$ cat src/sv/swrr_pkg.sv
package swrr_pkg;

    localparam int FUNC_W    = 2;
    localparam int IDX_W     = 4;
    localparam int WEIGHT_W  = 16;
    localparam int COUNT_W   = 5;
    localparam int RUN_BITS  = 22;
    localparam int CMD_DEPTH = 2;
    localparam int RES_DEPTH = 2;

    localparam logic [FUNC_W-1:0] FUNC_SELECT       = 2'd0;
    localparam logic [FUNC_W-1:0] FUNC_LOAD_STATIC  = 2'd1;
    localparam logic [FUNC_W-1:0] FUNC_LOAD_DYNAMIC = 2'd2;

    typedef enum logic [1:0] {
        OP_SELECT,
        OP_LOAD_STATIC,
        OP_LOAD_DYNAMIC
    } t_op;

    typedef struct packed {
        t_op                 op;
        logic [IDX_W-1:0]    idx;
        logic [WEIGHT_W-1:0] weight;
    } t_cmd;

    typedef struct packed {
        logic [IDX_W-1:0] chosen_peer;
        logic             found;
    } t_result;

endpackage

$ cat src/sv/swrr_ram.sv
module swrr_ram #(
    parameter int WIDTH = 16,
    parameter int DEPTH = 16
) (
    input  logic                                 i_clk,
    input  logic                                 i_we,
    input  logic [(DEPTH > 1 ? $clog2(DEPTH) : 1)-1:0] i_waddr,
    input  logic [WIDTH-1:0]                     i_wdata,
    input  logic [(DEPTH > 1 ? $clog2(DEPTH) : 1)-1:0] i_raddr,
    output logic [WIDTH-1:0]                     o_rdata
);

    logic [WIDTH-1:0] r_mem [DEPTH];
    logic [WIDTH-1:0] r_rdata;

    always_ff @(posedge i_clk) begin
        if (i_we) begin
            r_mem[i_waddr] <= i_wdata;
        end
        r_rdata <= r_mem[i_raddr];
    end

    assign o_rdata = r_rdata;

endmodule

$ cat src/sv/swrr_fifo.sv
module swrr_fifo #(
    parameter int WIDTH = 8,
    parameter int DEPTH = 2
) (
    input  logic             i_clk,
    input  logic             i_rst_n,
    input  logic             i_push,
    input  logic [WIDTH-1:0] i_wdata,
    output logic             o_full,
    input  logic             i_pop,
    output logic [WIDTH-1:0] o_rdata,
    output logic             o_empty
);

    localparam int PW = (DEPTH > 1) ? $clog2(DEPTH) : 1;
    localparam int CW = $clog2(DEPTH + 1);
    localparam logic [PW-1:0] LAST = PW'(DEPTH - 1);
    localparam logic [CW-1:0] FULL_CNT = CW'(DEPTH);

    logic [WIDTH-1:0] r_data [DEPTH];
    logic [PW-1:0]    r_wr_ptr, n_wr_ptr;
    logic [PW-1:0]    r_rd_ptr, n_rd_ptr;
    logic [CW-1:0]    r_cnt, n_cnt;
    logic             do_push;
    logic             do_pop;

    assign o_full  = (r_cnt == FULL_CNT);
    assign o_empty = (r_cnt == '0);
    assign o_rdata = r_data[r_rd_ptr];
    assign do_push = i_push && !o_full;
    assign do_pop  = i_pop && !o_empty;

    always_comb begin
        n_wr_ptr = r_wr_ptr;
        n_rd_ptr = r_rd_ptr;
        n_cnt    = r_cnt;
        if (do_push) begin
            n_wr_ptr = (r_wr_ptr == LAST) ? '0 : r_wr_ptr + 1'b1;
        end
        if (do_pop) begin
            n_rd_ptr = (r_rd_ptr == LAST) ? '0 : r_rd_ptr + 1'b1;
        end
        if (do_push && !do_pop) begin
            n_cnt = r_cnt + 1'b1;
        end else if (do_pop && !do_push) begin
            n_cnt = r_cnt - 1'b1;
        end
    end

    always_ff @(posedge i_clk) begin
        if (!i_rst_n) begin
            r_wr_ptr <= '0;
            r_rd_ptr <= '0;
            r_cnt    <= '0;
        end else begin
            r_wr_ptr <= n_wr_ptr;
            r_rd_ptr <= n_rd_ptr;
            r_cnt    <= n_cnt;
        end
    end

    always_ff @(posedge i_clk) begin
        if (do_push) begin
            r_data[r_wr_ptr] <= i_wdata;
        end
    end

endmodule

$ cat src/sv/swrr_front.sv
module swrr_front #(
    parameter int MAX_PEERS = 16
) (
    input  logic                            i_clk,
    input  logic                            i_rst_n,
    input  logic                            i_push,
    input  logic [swrr_pkg::FUNC_W-1:0]     i_func,
    input  logic [swrr_pkg::IDX_W-1:0]      i_peer_index,
    input  logic [swrr_pkg::WEIGHT_W-1:0]   i_weight_value,
    output logic                            o_full,
    output swrr_pkg::t_cmd                  o_cmd,
    output logic                            o_cmd_empty,
    input  logic                            i_cmd_pop
);

    import swrr_pkg::*;

    t_cmd                 cmd;
    logic                 keep;
    logic                 in_range;
    logic [$bits(t_cmd)-1:0] cmd_q;

    assign in_range = (32'(i_peer_index) < MAX_PEERS);

    always_comb begin
        cmd.idx    = i_peer_index;
        cmd.weight = i_weight_value;
        cmd.op     = OP_SELECT;
        keep       = 1'b0;
        case (i_func)
            FUNC_SELECT: begin
                cmd.op = OP_SELECT;
                keep   = 1'b1;
            end
            FUNC_LOAD_STATIC: begin
                cmd.op = OP_LOAD_STATIC;
                keep   = in_range;
            end
            FUNC_LOAD_DYNAMIC: begin
                cmd.op = OP_LOAD_DYNAMIC;
                keep   = in_range;
            end
            default: begin
                keep = 1'b0;
            end
        endcase
    end

    swrr_fifo #(
        .WIDTH ($bits(t_cmd)),
        .DEPTH (CMD_DEPTH)
    ) u_cmd_fifo (
        .i_clk   (i_clk),
        .i_rst_n (i_rst_n),
        .i_push  (i_push && keep),
        .i_wdata (cmd),
        .o_full  (o_full),
        .i_pop   (i_cmd_pop),
        .o_rdata (cmd_q),
        .o_empty (o_cmd_empty)
    );

    assign o_cmd = t_cmd'(cmd_q);

endmodule

$ cat src/sv/swrr_engine.sv
module swrr_engine #(
    parameter int MAX_PEERS   = 16,
    parameter int WEIGHT_BITS = 16
) (
    input  logic                           i_clk,
    input  logic                           i_rst_n,
    input  logic [swrr_pkg::COUNT_W-1:0]   i_peer_count,
    input  swrr_pkg::t_cmd                 i_cmd,
    input  logic                           i_cmd_empty,
    output logic                           o_cmd_pop,
    input  logic                           i_res_full,
    output logic                           o_res_push,
    output swrr_pkg::t_result              o_res
);

    import swrr_pkg::*;

    localparam int AW = (MAX_PEERS > 1) ? $clog2(MAX_PEERS) : 1;
    localparam int CW = $clog2(MAX_PEERS + 1);
    localparam int WB = WEIGHT_BITS;

    typedef enum logic [1:0] {
        S_IDLE,
        S_WALK,
        S_FINAL
    } t_state;

    t_state                r_state, n_state;
    logic [CW-1:0]         r_rd_cnt, n_rd_cnt;
    logic                  r_pv, n_pv;
    logic [AW-1:0]         r_pv_idx, n_pv_idx;
    logic                  r_have, n_have;
    logic [AW-1:0]         r_best, n_best;
    logic [RUN_BITS-1:0]   r_best_run, n_best_run;
    logic [RUN_BITS-1:0]   r_total, n_total;
    logic [MAX_PEERS-1:0]  r_v_nom, r_v_eff, r_v_run;

    logic [CW-1:0]         n_peers;
    logic [AW-1:0]         raddr;
    logic [AW-1:0]         waddr;
    logic                  nom_we, eff_we, run_we;
    logic [WB-1:0]         nom_wdata, eff_wdata;
    logic [RUN_BITS-1:0]   run_wdata;
    logic [WB-1:0]         nom_rdata, eff_rdata;
    logic [RUN_BITS-1:0]   run_rdata;
    logic [WB-1:0]         nom_q, eff_q;
    logic [RUN_BITS-1:0]   run_q;
    logic [RUN_BITS-1:0]   new_run;
    logic [WB+WEIGHT_W-1:0]   w_wide;
    logic [WB-1:0]            w_in;
    logic [AW+IDX_W-1:0]      idx_wide;
    logic [AW-1:0]            cmd_addr;
    logic [RUN_BITS+WB-1:0]   eff_wide;
    logic [RUN_BITS-1:0]      eff_run;
    logic [IDX_W+AW-1:0]      best_wide;

    assign n_peers  = (32'(i_peer_count) > MAX_PEERS) ? CW'(MAX_PEERS) : CW'(i_peer_count);
    assign w_wide   = {{WB{1'b0}}, i_cmd.weight};
    assign w_in     = w_wide[WB-1:0];
    assign idx_wide = {{AW{1'b0}}, i_cmd.idx};
    assign cmd_addr = idx_wide[AW-1:0];
    assign raddr    = r_rd_cnt[AW-1:0];

    assign nom_q    = r_v_nom[r_pv_idx] ? nom_rdata : '0;
    assign eff_q    = r_v_eff[r_pv_idx] ? eff_rdata : '0;
    assign run_q    = r_v_run[r_pv_idx] ? run_rdata : '0;
    assign eff_wide = {{RUN_BITS{1'b0}}, eff_q};
    assign eff_run  = eff_wide[RUN_BITS-1:0];
    assign new_run  = run_q + eff_run;
    assign best_wide = {{IDX_W{1'b0}}, r_best};

    always_comb begin
        n_state    = r_state;
        n_rd_cnt   = r_rd_cnt;
        n_pv       = r_pv;
        n_pv_idx   = r_pv_idx;
        n_have     = r_have;
        n_best     = r_best;
        n_best_run = r_best_run;
        n_total    = r_total;
        waddr      = cmd_addr;
        nom_we     = 1'b0;
        eff_we     = 1'b0;
        run_we     = 1'b0;
        nom_wdata  = w_in;
        eff_wdata  = w_in;
        run_wdata  = '0;
        o_cmd_pop  = 1'b0;
        o_res_push = 1'b0;
        o_res.chosen_peer = '0;
        o_res.found       = 1'b0;
        case (r_state)
            S_IDLE: begin
                if (!i_cmd_empty) begin
                    case (i_cmd.op)
                        OP_LOAD_STATIC: begin
                            nom_we    = 1'b1;
                            eff_we    = 1'b1;
                            run_we    = 1'b1;
                            o_cmd_pop = 1'b1;
                        end
                        OP_LOAD_DYNAMIC: begin
                            eff_we    = 1'b1;
                            o_cmd_pop = 1'b1;
                        end
                        OP_SELECT: begin
                            if (!i_res_full) begin
                                if (n_peers == '0) begin
                                    o_res_push = 1'b1;
                                    o_cmd_pop  = 1'b1;
                                end else begin
                                    n_state  = S_WALK;
                                    n_rd_cnt = '0;
                                    n_pv     = 1'b0;
                                    n_have   = 1'b0;
                                    n_total  = '0;
                                end
                            end
                        end
                        default: begin
                            o_cmd_pop = 1'b1;
                        end
                    endcase
                end
            end
            S_WALK: begin
                if (r_rd_cnt != n_peers) begin
                    n_rd_cnt = r_rd_cnt + 1'b1;
                    n_pv     = 1'b1;
                    n_pv_idx = raddr;
                end else begin
                    n_pv    = 1'b0;
                    n_state = S_FINAL;
                end
                if (r_pv) begin
                    waddr     = r_pv_idx;
                    run_we    = 1'b1;
                    run_wdata = new_run;
                    eff_we    = (eff_q < nom_q);
                    eff_wdata = eff_q + 1'b1;
                    n_total   = r_total + eff_run;
                    if (!r_have || ($signed(new_run) > $signed(r_best_run))) begin
                        n_have     = 1'b1;
                        n_best     = r_pv_idx;
                        n_best_run = new_run;
                    end
                end
            end
            S_FINAL: begin
                waddr      = r_best;
                run_we     = 1'b1;
                run_wdata  = r_best_run - r_total;
                o_res_push = 1'b1;
                o_res.chosen_peer = best_wide[IDX_W-1:0];
                o_res.found       = 1'b1;
                o_cmd_pop  = 1'b1;
                n_state    = S_IDLE;
            end
            default: begin
                n_state = S_IDLE;
            end
        endcase
    end

    always_ff @(posedge i_clk) begin
        if (!i_rst_n) begin
            r_state <= S_IDLE;
            r_pv    <= 1'b0;
            r_have  <= 1'b0;
            r_v_nom <= '0;
            r_v_eff <= '0;
            r_v_run <= '0;
        end else begin
            r_state <= n_state;
            r_pv    <= n_pv;
            r_have  <= n_have;
            if (nom_we) begin
                r_v_nom[waddr] <= 1'b1;
            end
            if (eff_we) begin
                r_v_eff[waddr] <= 1'b1;
            end
            if (run_we) begin
                r_v_run[waddr] <= 1'b1;
            end
        end
        r_rd_cnt   <= n_rd_cnt;
        r_pv_idx   <= n_pv_idx;
        r_best     <= n_best;
        r_best_run <= n_best_run;
        r_total    <= n_total;
    end

    swrr_ram #(
        .WIDTH (WB),
        .DEPTH (MAX_PEERS)
    ) u_nom_ram (
        .i_clk   (i_clk),
        .i_we    (nom_we),
        .i_waddr (waddr),
        .i_wdata (nom_wdata),
        .i_raddr (raddr),
        .o_rdata (nom_rdata)
    );

    swrr_ram #(
        .WIDTH (WB),
        .DEPTH (MAX_PEERS)
    ) u_eff_ram (
        .i_clk   (i_clk),
        .i_we    (eff_we),
        .i_waddr (waddr),
        .i_wdata (eff_wdata),
        .i_raddr (raddr),
        .o_rdata (eff_rdata)
    );

    swrr_ram #(
        .WIDTH (RUN_BITS),
        .DEPTH (MAX_PEERS)
    ) u_run_ram (
        .i_clk   (i_clk),
        .i_we    (run_we),
        .i_waddr (waddr),
        .i_wdata (run_wdata),
        .i_raddr (raddr),
        .o_rdata (run_rdata)
    );

endmodule

$ cat src/sv/smooth_weighted_round_robin.sv
// Channel   Direction  Handshake            Payload
// input     in         push / full          i_func, i_peer_index, i_weight_value
// result    out        pop / empty          o_chosen_peer, o_found
// config    in         i_cfg_we             i_cfg_wdata (peer count)
//
// A weight load is taken in the engine's idle state; a select walks the weight memories
// with one read per peer for n peers, n being the peer count clamped to MAX_PEERS, then
// writes back the chosen peer's running weight in a final state; with no peers it returns o_found low.
// Reset clears the peer count and all weights at once through per-entry valid bits.
// Two-entry queues sit before and after the engine, so each side stalls on its own;
// a select waits in the engine only while the result queue is full.
module smooth_weighted_round_robin #(
    parameter int MAX_PEERS   = 16,
    parameter int WEIGHT_BITS = 16
) (
    input  logic                            i_clk,
    input  logic                            i_rst_n,
    input  logic                            push,
    output logic                            full,
    input  logic [swrr_pkg::FUNC_W-1:0]     i_func,
    input  logic [swrr_pkg::IDX_W-1:0]      i_peer_index,
    input  logic [swrr_pkg::WEIGHT_W-1:0]   i_weight_value,
    output logic                            empty,
    input  logic                            pop,
    output logic [swrr_pkg::IDX_W-1:0]      o_chosen_peer,
    output logic                            o_found,
    input  logic                            i_cfg_we,
    input  logic [swrr_pkg::COUNT_W-1:0]    i_cfg_wdata
);

    import swrr_pkg::*;

    logic [COUNT_W-1:0]         r_peer_count;
    t_cmd                       cmd;
    logic                       cmd_empty;
    logic                       cmd_pop;
    logic                       res_full;
    logic                       res_push;
    t_result                    res;
    logic [$bits(t_result)-1:0] res_q;
    t_result                    res_out;

    always_ff @(posedge i_clk) begin
        if (!i_rst_n) begin
            r_peer_count <= '0;
        end else if (i_cfg_we) begin
            r_peer_count <= i_cfg_wdata;
        end
    end

    swrr_front #(
        .MAX_PEERS (MAX_PEERS)
    ) u_front (
        .i_clk          (i_clk),
        .i_rst_n        (i_rst_n),
        .i_push         (push),
        .i_func         (i_func),
        .i_peer_index   (i_peer_index),
        .i_weight_value (i_weight_value),
        .o_full         (full),
        .o_cmd          (cmd),
        .o_cmd_empty    (cmd_empty),
        .i_cmd_pop      (cmd_pop)
    );

    swrr_engine #(
        .MAX_PEERS   (MAX_PEERS),
        .WEIGHT_BITS (WEIGHT_BITS)
    ) u_engine (
        .i_clk        (i_clk),
        .i_rst_n      (i_rst_n),
        .i_peer_count (r_peer_count),
        .i_cmd        (cmd),
        .i_cmd_empty  (cmd_empty),
        .o_cmd_pop    (cmd_pop),
        .i_res_full   (res_full),
        .o_res_push   (res_push),
        .o_res        (res)
    );

    swrr_fifo #(
        .WIDTH ($bits(t_result)),
        .DEPTH (RES_DEPTH)
    ) u_res_fifo (
        .i_clk   (i_clk),
        .i_rst_n (i_rst_n),
        .i_push  (res_push),
        .i_wdata (res),
        .o_full  (res_full),
        .i_pop   (pop),
        .o_rdata (res_q),
        .o_empty (empty)
    );

    assign res_out       = t_result'(res_q);
    assign o_chosen_peer = res_out.chosen_peer;
    assign o_found       = res_out.found;

endmodule
$ cat config.mk
export PLATFORM = sky130hd
export DESIGN_NAME = smooth_weighted_round_robin
export DESIGN_NICKNAME = d
export VERILOG_FILES = /design/src/sv/swrr_pkg.sv /design/src/sv/swrr_ram.sv /design/src/sv/swrr_fifo.sv /design/src/sv/swrr_front.sv /design/src/sv/swrr_engine.sv /design/src/sv/smooth_weighted_round_robin.sv
export SDC_FILE = /design/constraint.sdc
export NUM_CORES = 1
export LEC_CHECK = 0
export ABC_CLOCK_PERIOD_IN_PS = 13600
export BUFFER_PORTS_ARGS = -buffer_cell sky130_fd_sc_hd__buf_4
export CAP_MARGIN = 20
export CORE_MARGIN = 2
export CORE_UTILIZATION = 40
export DETAILED_ROUTE_END_ITERATION = 12
export PLACE_DENSITY = 0.55
export RECOVER_POWER = 100
export SKIP_LAST_GASP = 1
export SLEW_MARGIN = 25
export SYNTH_ARGS = -nofsm -noshare
export SYNTH_HDL_FRONTEND = slang
export SYNTH_SLANG_ARGS = --single-unit
export TNS_END_PERCENT = 100
$ cat constraint.sdc
create_clock -name i_clk -period 13.6 [get_ports i_clk]
set_input_delay 1.36 -clock i_clk [delete_from_list [all_inputs] [get_ports i_clk]]
set_output_delay 1.36 -clock i_clk [all_outputs]
set_load 0.005 [all_outputs]
==> flow_summary_export.csv <==
group,metric,value,unit
drt,drtIter0Drc,2172,
layout,ff_latch_area,31700,um^2
outcome,violations,"max-capacitance violations, max-slew violations",
worst_setup_path,crit_path_frequent_cell,"clkbuf_1",
die,die_area,117000,um^2
synth,ys_async_sr_fraction,0,
placement,dp_cells,4132,
synth,post-synth-top-count-cell,"edfxtp_1",
worst_setup_path,worstPathMaxFanout,60,
synth,netlist_area,45700,um^2
clock_tree,clock_latency,0.71,ns
clock_tree,clk_pin_slew,0.06,ns
worst_setup_path,cp_data_arrival_time,10.23,ns
power_and_ir_drop,power,9.82,mW
global_route,grt_usage,0.201,
die,start_util,0.402,
global_route,busiest_layer,"met2",
clock_tree,cts_tree,"yes",
global_route,grt_max_degree,64,
layout,postLayoutCoreUtil,0.452,
power_and_ir_drop,power_density,191,nW/um^2
worst_setup_path,cpPeakStageDelay,2.82,ns
clock_tree,cts_sinks,1096,
sta,fin_setup_tns,0,ns
layout,drive_above_1_share,0.187,
worst_setup_path,cp-start-kind,"flip-flop",
global_route,use_met2,0.337,
synth,yosys.area.top_type,"edfxtp_1",
clock_tree,post_cts_buffers,0,
placement,io_buffers,38,
outcome,status,"finished, violations left",
global_route,overflow,0,
sta,setup_viol,0,
clock_tree,clockRootBuffer,"clkbuf_16",
worst_setup_path,crit_type,"flip-flop to flip-flop",
synth,yosys_warnings,0,
global_route,grtUsageMet3,0.0288,
hold_path,hp-class,"flip-flop to flip-flop",
die,io_pins,39,
drt,routedWlPerCell,27.0,um
synth,ys_seq_elements,1096,
sta,finalClockSkew,0.0426,ns
global_route,global_route.usage.met1,0.270,
layout,fillers,9880,
drt,antenna_left,0,
sta,fmax,103,MHz
synth,yosys-top-cells-area,"edfxtp_1 (64%), mux4_2 (14%), dfxtp_1 (5.3%)",
drt,drc,0,
clock_tree,numCtsBuffers,110,
clock_tree,h-tree-depth,3,
layout,finalNetCount,2852,
worst_setup_path,required,14.14,ns
clock_tree,clockBufferDepth,3,
sta,period_share,0.712,
synth,syn_nets,2755,
synth,synth_top_cell_area_share,0.640,
placement,gp_congestion,0.898,
synth,syn_area_per_cell,17.4,um^2
synth,synth.distinct_cells,79,
placement,dpl.hpwl,70.4,mm
sta,rsz0062_at_grt,"false",
sta,layout_min_cycle_time,9.69,ns
die,core_area,114000,um^2
sta,hold_ws,0.469,ns
die,fp-row-count,124,
drt,viasPerCell,5.61,
synth,synth_top_cells_by_count,"edfxtp_1 (975), mux4_2 (277), nor2_1 (211)",
global_route,antenna_found_initial,3,
synth,ys.flop_type,"edfxtp_1",
layout,fin_cells,4341,
worst_setup_path,end_kind,"flip-flop",
synth,synth_enable_flop_cells,975,
layout,areaGrowthSynthToFinish,12.4,%
power_and_ir_drop,p_leak,16.5,nW
clock_tree,cts_hold_buf,0,
sta,hold_viol_final,0,
global_route,grt_pass1_wl,171,mm
drt,wirelength,117,mm
job,maxCapViolCount,62,
drt,vias,24400,
worst_setup_path,path_cells,"clkbuf_1, clkbuf_1, clkbuf_1, mux4_2, mux4_2",
synth,yosysSeqAreaShare,0.693,
die,die_h,342,um
die,fp.dieW,342,um
sta,drv_slew,1419,
power_and_ir_drop,ir_drop,110,uV
clock_tree,cts_resized,0,
sta,tightest_slew,4.08,ns
synth,netlist_instances,2636,
worst_setup_path,crit_slowest_cell,"clkbuf_1",
sta,max_slew_margin,-1.72,
layout,multi_input_area,13400,um^2
drt,drt_pass1_iterations,5,
global_route,grt_pass1_vias,25200,
path summary, 6_finish.rpt:
| path | startpoint | slack, ns | depth (start not counted) | endpoint |
|---|---|---|---|---|
| worst max-delay path | u_engine.r_rd_cnt[1]$_SDFFCE_PN0P_ | 3.91 | 5 | u_engine.u_eff_ram.o_rdata[13]$_DFF_P_ |
| worst min-delay path | u_engine.r_v_eff[7]$_SDFFE_PN0P_ | 0.47 | 1 | u_engine.r_v_eff[7]$_SDFFE_PN0P_ |
| worst max register to register | u_engine.r_rd_cnt[1]$_SDFFCE_PN0P_ | 3.91 | 5 | u_engine.u_eff_ram.o_rdata[13]$_DFF_P_ |
| worst min register to register | u_engine.r_v_eff[7]$_SDFFE_PN0P_ | 0.47 | 1 | u_engine.r_v_eff[7]$_SDFFE_PN0P_ |
power by group:
part	switching, mW	internal [mW]	total (mW)
Clock	1.28	1.73	3.00
Sequential	0.218	4.08	4.30
Combinational	1.49	1.03	2.52
area by class of cell:
cell class,instances,share of cell area
Antenna cell,1,0.0000487
Clock buffer,160,0.0607
Clock inverter,47,0.00912
Inverter,81,0.00591
Multi-Input combinational cell,1335,0.260
Sequential cell,1096,0.616
Tap cell,1512,0.0368
Timing Repair Buffer,109,0.0109
flip-flops by register name, summed over array words and instances (netlist names), 5 cells and up, named ones only:
signal / flops
r_peer_count: 5
u_engine.r_best_run: 22
u_engine.r_rd_cnt: 5
u_engine.r_total: 22
u_engine.r_v_eff: 16
u_engine.r_v_nom: 16
u_engine.r_v_run: 16
u_engine.u_eff_ram.o_rdata: 16
u_engine.u_eff_ram.r_mem: 256
u_engine.u_nom_ram.o_rdata: 16
u_engine.u_nom_ram.r_mem: 256
u_engine.u_run_ram.o_rdata: 22
u_engine.u_run_ram.r_mem: 352
u_front.u_cmd_fifo.r_data: 44
u_res_fifo.r_data: 10
layer usage:
| layer | up-vias | routed length, um | part of all wire |
|---|---|---|---|
| met4 | 0 | 4120 | 0.035 |
| met2 | 738 | 57500 | 0.49 |
| met5 | - | 0 | 0 |
| li1 | 10600 | - | - |
| met1 | 12800 | 49800 | 0.42 |
| met3 | 225 | 5950 | 0.051 |
kinds of logic (layout without fill, tap and decap cells):
logic type	after synthesis	count (layout)	share of synthesized area
fa+ha+maj	95	95	0.0259
other cells	0	1	0
simple gates	532	532	0.0551
xor+xnor	93	93	0.0178
buf+inv	205	397	0.0172
flops	1096	1096	0.693
compound gates	285	285	0.0423
mux	330	330	0.149
metrics by stage:
stage / setup slack [ns] / instance area [um^2]
2_1_floorplan: 6.92 / 45700
3_3_place_gp: 6.48 / 48300
3_5_place_dp: 6.31 / 48400
4_1_cts: 6.28 / 52000
5_1_grt: 3.35 / 51400
6_report: 3.91 / 51400
worst max-delay path, delay by kind of cell (launching register included):
kind | cells | cell delay [ns]
buffers and inverters | 3 | 8.01
muxes | 2 | 1.07
DFF | 1 | 0.33
cells in the final DEF, fill, tap and decap left out, types with 18 or more instances in the layout:
cell type  instances
a31oi_1           21
a21oi_1           59
buf_4             24
nand2_1           98
xnor2_1           55
edfxtp_1         975
o21a_1            22
dfxtp_1          121
clkbuf_1         102
mux2i_1           30
nand4_1           18
nor3_1            28
a21o_1            37
inv_1             79
and3_1            20
xor2_1            38
ha_1              85
clkbuf_16        112
nand3_1           36
clkinv_2          18
and2_1            24
o21ai_0           43
nor2_1           188
nor2b_1           21
mux4_2           277
(Power assumes the default switching activity.)
